## src/rtl/vn3_lerp.sv

```systemverilog
// One registered linear blend stage over several lanes: a + floor((b-a)*f / 2^F).
// Depends on nothing beyond its parameters.
`timescale 1ns / 1ps

module vn3_lerp #(
  parameter int LANES     = 4,
  parameter int OUT_W     = 18,
  parameter int FRAC_BITS = 12
) (
  input  logic                    clk_i,
  input  logic                    ld_i,
  input  logic signed [OUT_W-1:0] a_i [LANES],
  input  logic signed [OUT_W-1:0] b_i [LANES],
  input  logic [FRAC_BITS-1:0]    f_i,
  output logic signed [OUT_W-1:0] r_o [LANES]
);

  localparam int PW = OUT_W + FRAC_BITS + 2;

  logic signed [OUT_W-1:0] r_d [LANES];
  logic signed [OUT_W-1:0] r_q [LANES];

  always_comb begin
    logic signed [OUT_W:0]     diff;
    logic signed [FRAC_BITS:0] fs;
    logic signed [PW-1:0]      prod;
    fs = signed'({1'b0, f_i});
    for (int i = 0; i < LANES; i++) begin
      diff   = (OUT_W + 1)'(b_i[i]) - (OUT_W + 1)'(a_i[i]);
      prod   = PW'(diff) * PW'(fs);
      r_d[i] = a_i[i] + OUT_W'(prod >>> FRAC_BITS);
    end
  end

  always_ff @(posedge clk_i) begin
    if (ld_i) begin
      r_q <= r_d;
    end
  end

  assign r_o = r_q;

endmodule

```

## config.mk

```make
export PLATFORM = sky130hd
export DESIGN_NAME = vn3_lerp
export DESIGN_NICKNAME = d
export VERILOG_FILES = /design/src/rtl/vn3_lerp.sv
export SDC_FILE = /design/constraint.sdc
export NUM_CORES = 2
export LEC_CHECK = 0
export BUFFER_PORTS_ARGS = -buffer_cell sky130_fd_sc_hd__buf_2
export CORE_ASPECT_RATIO = 0.7
export CORE_MARGIN = 2
export CORE_UTILIZATION = 50
export CTS_BUF_LIST = sky130_fd_sc_hd__clkbuf_4
export DETAILED_ROUTE_END_ITERATION = 7
export PLACE_DENSITY = 0.71
export SYNTH_ARGS = -nofsm -noshare
export SYNTH_HDL_FRONTEND = slang
export SYNTH_SLANG_ARGS = --single-unit
```

## constraint.sdc

```tcl
create_clock -name clk_i -period 12.3 [get_ports clk_i]
set_input_delay 2.46 -clock clk_i [delete_from_list [all_inputs] [get_ports clk_i]]
set_output_delay 2.46 -clock clk_i [all_outputs]
set_load 0.02 [all_outputs]
```

==> flow_summary_export.csv <==
group,metric,value,unit
die,core_area,76700,µm²
global_routing,grt_pass1_vias,29333,
die,io-pin-count,230,
critical_path,path_class,"input port to flip-flop",
clock_tree,tritoncts,"yes",
critical_path,slowest_delay,0.55,ns
critical_path,worstPathArrival,11.54,ns
clock_tree,cts_setup_buffers,0,
drt,drtAntennaViolNets,0,
critical_path,cp_max_fo,12,
global_routing,overflow,0,
global_routing,grt_max_degree,56,
timing,drv_slew,0,
timing,finalSetupViolCount,0,
clock_tree,htreeDepth,3,
logic_synthesis,yosysSeqAreaShare,5.60,%
drt,drt_iter0_drc,1503,
timing,fmax,0.0897,GHz
run,drv_cap,0,
die,initial_core_util,50.3,%
logic_synthesis,synth_nets,5755,
timing,whs,2.15,ns
logic_synthesis,ys.flop_type,"edfxtp_1",
place,port-buffer-count,229,
logic_synthesis,ys_ff_latch,72,
clock_tree,cts_root_buffer,"clkbuf_4",
logic_synthesis,synth_edf_count,72,
global_routing,grt_pass1_wl,150,mm
drt,drc,0,
die,dieArea,79400,µm²
drt,viasPerCell,5.04,
place,hpwl,74.1,mm
logic_synthesis,ys_warn_count,0,
critical_path,slowest_stage,"fa_1",
hold_path,hp-start,"a_i[18]",
hold_path,hold_path_class,"input port to flip-flop",
timing,grt_setup_unrepaired,"no",
clock_tree,cts.sinks,72,
final_layout,largest_reg_flops,72,
die,rows,85,
timing,fin_crit,11.15,ns
die,fp.dieW,336,µm
critical_path,crit_path_end_kind,"flip-flop",
drt,dr.pass1.iters,5,
final_layout,drive_gt1_share,8.13,%
final_layout,area_growth,6.90,%
final_layout,final_nets,5921,
hold_path,min_path_cells,2,
timing,min_period_over_period,90.7,%
place,gp_congestion,0.860,
timing,tns,0,ns
logic_synthesis,async_flop_share,0,%
clock_tree,cts-resized-gates,0,
logic_synthesis,syn_inst,4397,
drt,finalWirelength,88.3,mm
timing,tightest_slew,1.04,ns
clock_tree,cts_buffer_depth,2,
global_routing,antenna_found_initial,1,
die,die_y,236,µm
timing,hold_violations,0,
critical_path,startpoint_type,"input port",
drt,routedWlPerCell,15.7,µm
logic_synthesis,syn-cell-area,38600,µm²
outcome,status,"completed",
timing,slew_headroom,30.6,%
hold_path,holdPathEnd,"r_o[18]",
clock_tree,ctsHoldBuffers,0,
logic_synthesis,ys_types,73,
logic_synthesis,avgSynthCellArea,8.78,µm²
clock_tree,cts_buffers,9,
clock_tree,path_clk_slew,0.18,ns
global_routing,grt_use_total,23.5,%
critical_path,cp.required,12.68,ns
drt,num_vias,28303,
-- Yosys cell counts, types with 46 or more instances --
cell	count	area [µm²]
fa_1	804	16100
nor2_1	126	473
nor2b_1	77	482
clkbuf_1	163	612
a21o_1	46	345
inv_1	1124	4220
a21oi_1	109	546
and2_1	328	2050
ha_1	396	4950
xnor2_1	181	1590
edfxtp_1	72	2160
nand2_1	560	2100
-- layout by cell type (no fill, tap or decap), drive strengths merged, types with 4 or more instances in the layout --
master / Yosys / layout
clkinv: 0 / 4
a211oi: 14 / 14
o2111ai: 7 / 7
a21boi: 4 / 4
o21a: 39 / 39
nor3: 43 / 43
and2: 332 / 332
a31oi: 7 / 7
ha: 396 / 396
o31ai: 5 / 5
nand2: 560 / 560
a31o: 4 / 4
o41ai: 10 / 10
xnor2: 181 / 181
inv: 1124 / 1124
o31a: 9 / 9
xor2: 37 / 37
o211ai: 6 / 6
buf: 10 / 328
o21ai: 47 / 47
or2: 4 / 4
a21oi: 110 / 110
a21o: 46 / 46
edfxtp: 72 / 72
a41o: 4 / 4
nor2b: 78 / 78
fa: 804 / 804
or3: 9 / 9
nand2b: 38 / 38
and3: 16 / 16
o41a: 4 / 4
nor2: 127 / 127
nor4: 5 / 5
nand4: 6 / 6
clkbuf: 163 / 9
o21bai: 11 / 11
nand3: 28 / 28
-- critical path: cells and delay by family --
family | cells | cell delay, ns
fa+ha+maj | 8 | 3.47
xor+xnor | 5 | 0.66
compound gates | 14 | 3.33
simple gates | 4 | 0.74
buf+inv | 9 | 0.85
-- how the worst max path moves through the flow --
| stage | from | endpoint | slack [ns] | cells past startpoint |
|---|---|---|---|---|
| after global placement | a_i[1] | r_o[16] | 0.68 | 39 |
| after CTS | a_i[19] | r_o[35] | 1.25 | 41 |
| final | a_i[1] | r_o[17] | 1.15 | 40 |
| after detailed placement | a_i[19] | r_o[35] | 0.48 | 41 |
| after floorplan | a_i[19] | r_o[35] | 1.11 | 41 |
| after global routing | a_i[55] | r_o[71] | 0.48 | 42 |
-- cell type report --
type	instances	area, µm²
repair buffers	328	1930
clock buffers	9	67.6
multi-input cells	3028	31500
clock inverters	4	15.0
flip-flops and latches	72	2160
fillers	7055	35400
inverters	1124	4220
diodes	2	5.00
well taps	1044	1310
-- metal layers --
layer	global-route usage (%)	up-vias	part of all wire [%]
met3	3.97	50	6.9
met5	0	-	0
li1	-	13399	-
met4	3.74	0	1.2
met1	35.7	14040	49
met2	35.6	814	43
-- kinds of logic (layout without fill, tap and decap cells) --
family / after synthesis / in the layout / share of synthesized area [%]
buf+inv: 1297 / 1465 / 12.7
simple gates: 1258 / 1258 / 15.8
fa+ha+maj: 1200 / 1200 / 54.6
compound gates: 352 / 352 / 6.39
xor+xnor: 218 / 218 / 4.95
flops: 72 / 72 / 5.60
other cells: 0 / 2 / 0
-- stage by stage --
stage | util [%] | setup WS (ns) | area (µm²) | std cells
floorplan | - | 1.11 | 38600 | 4397
global placement | 53.7 | 0.678 | 41200 | 5596
detailed placement | 53.7 | 0.485 | 41200 | 5596
CTS | 53.8 | 1.25 | 41200 | 5609
global route | 53.8 | 0.478 | 41200 | 5611
finish | 53.8 | 1.15 | 41200 | 5611
Power is not shown: default switching activity piles up to over one toggle a cycle in this logic, so the estimate is an artifact.
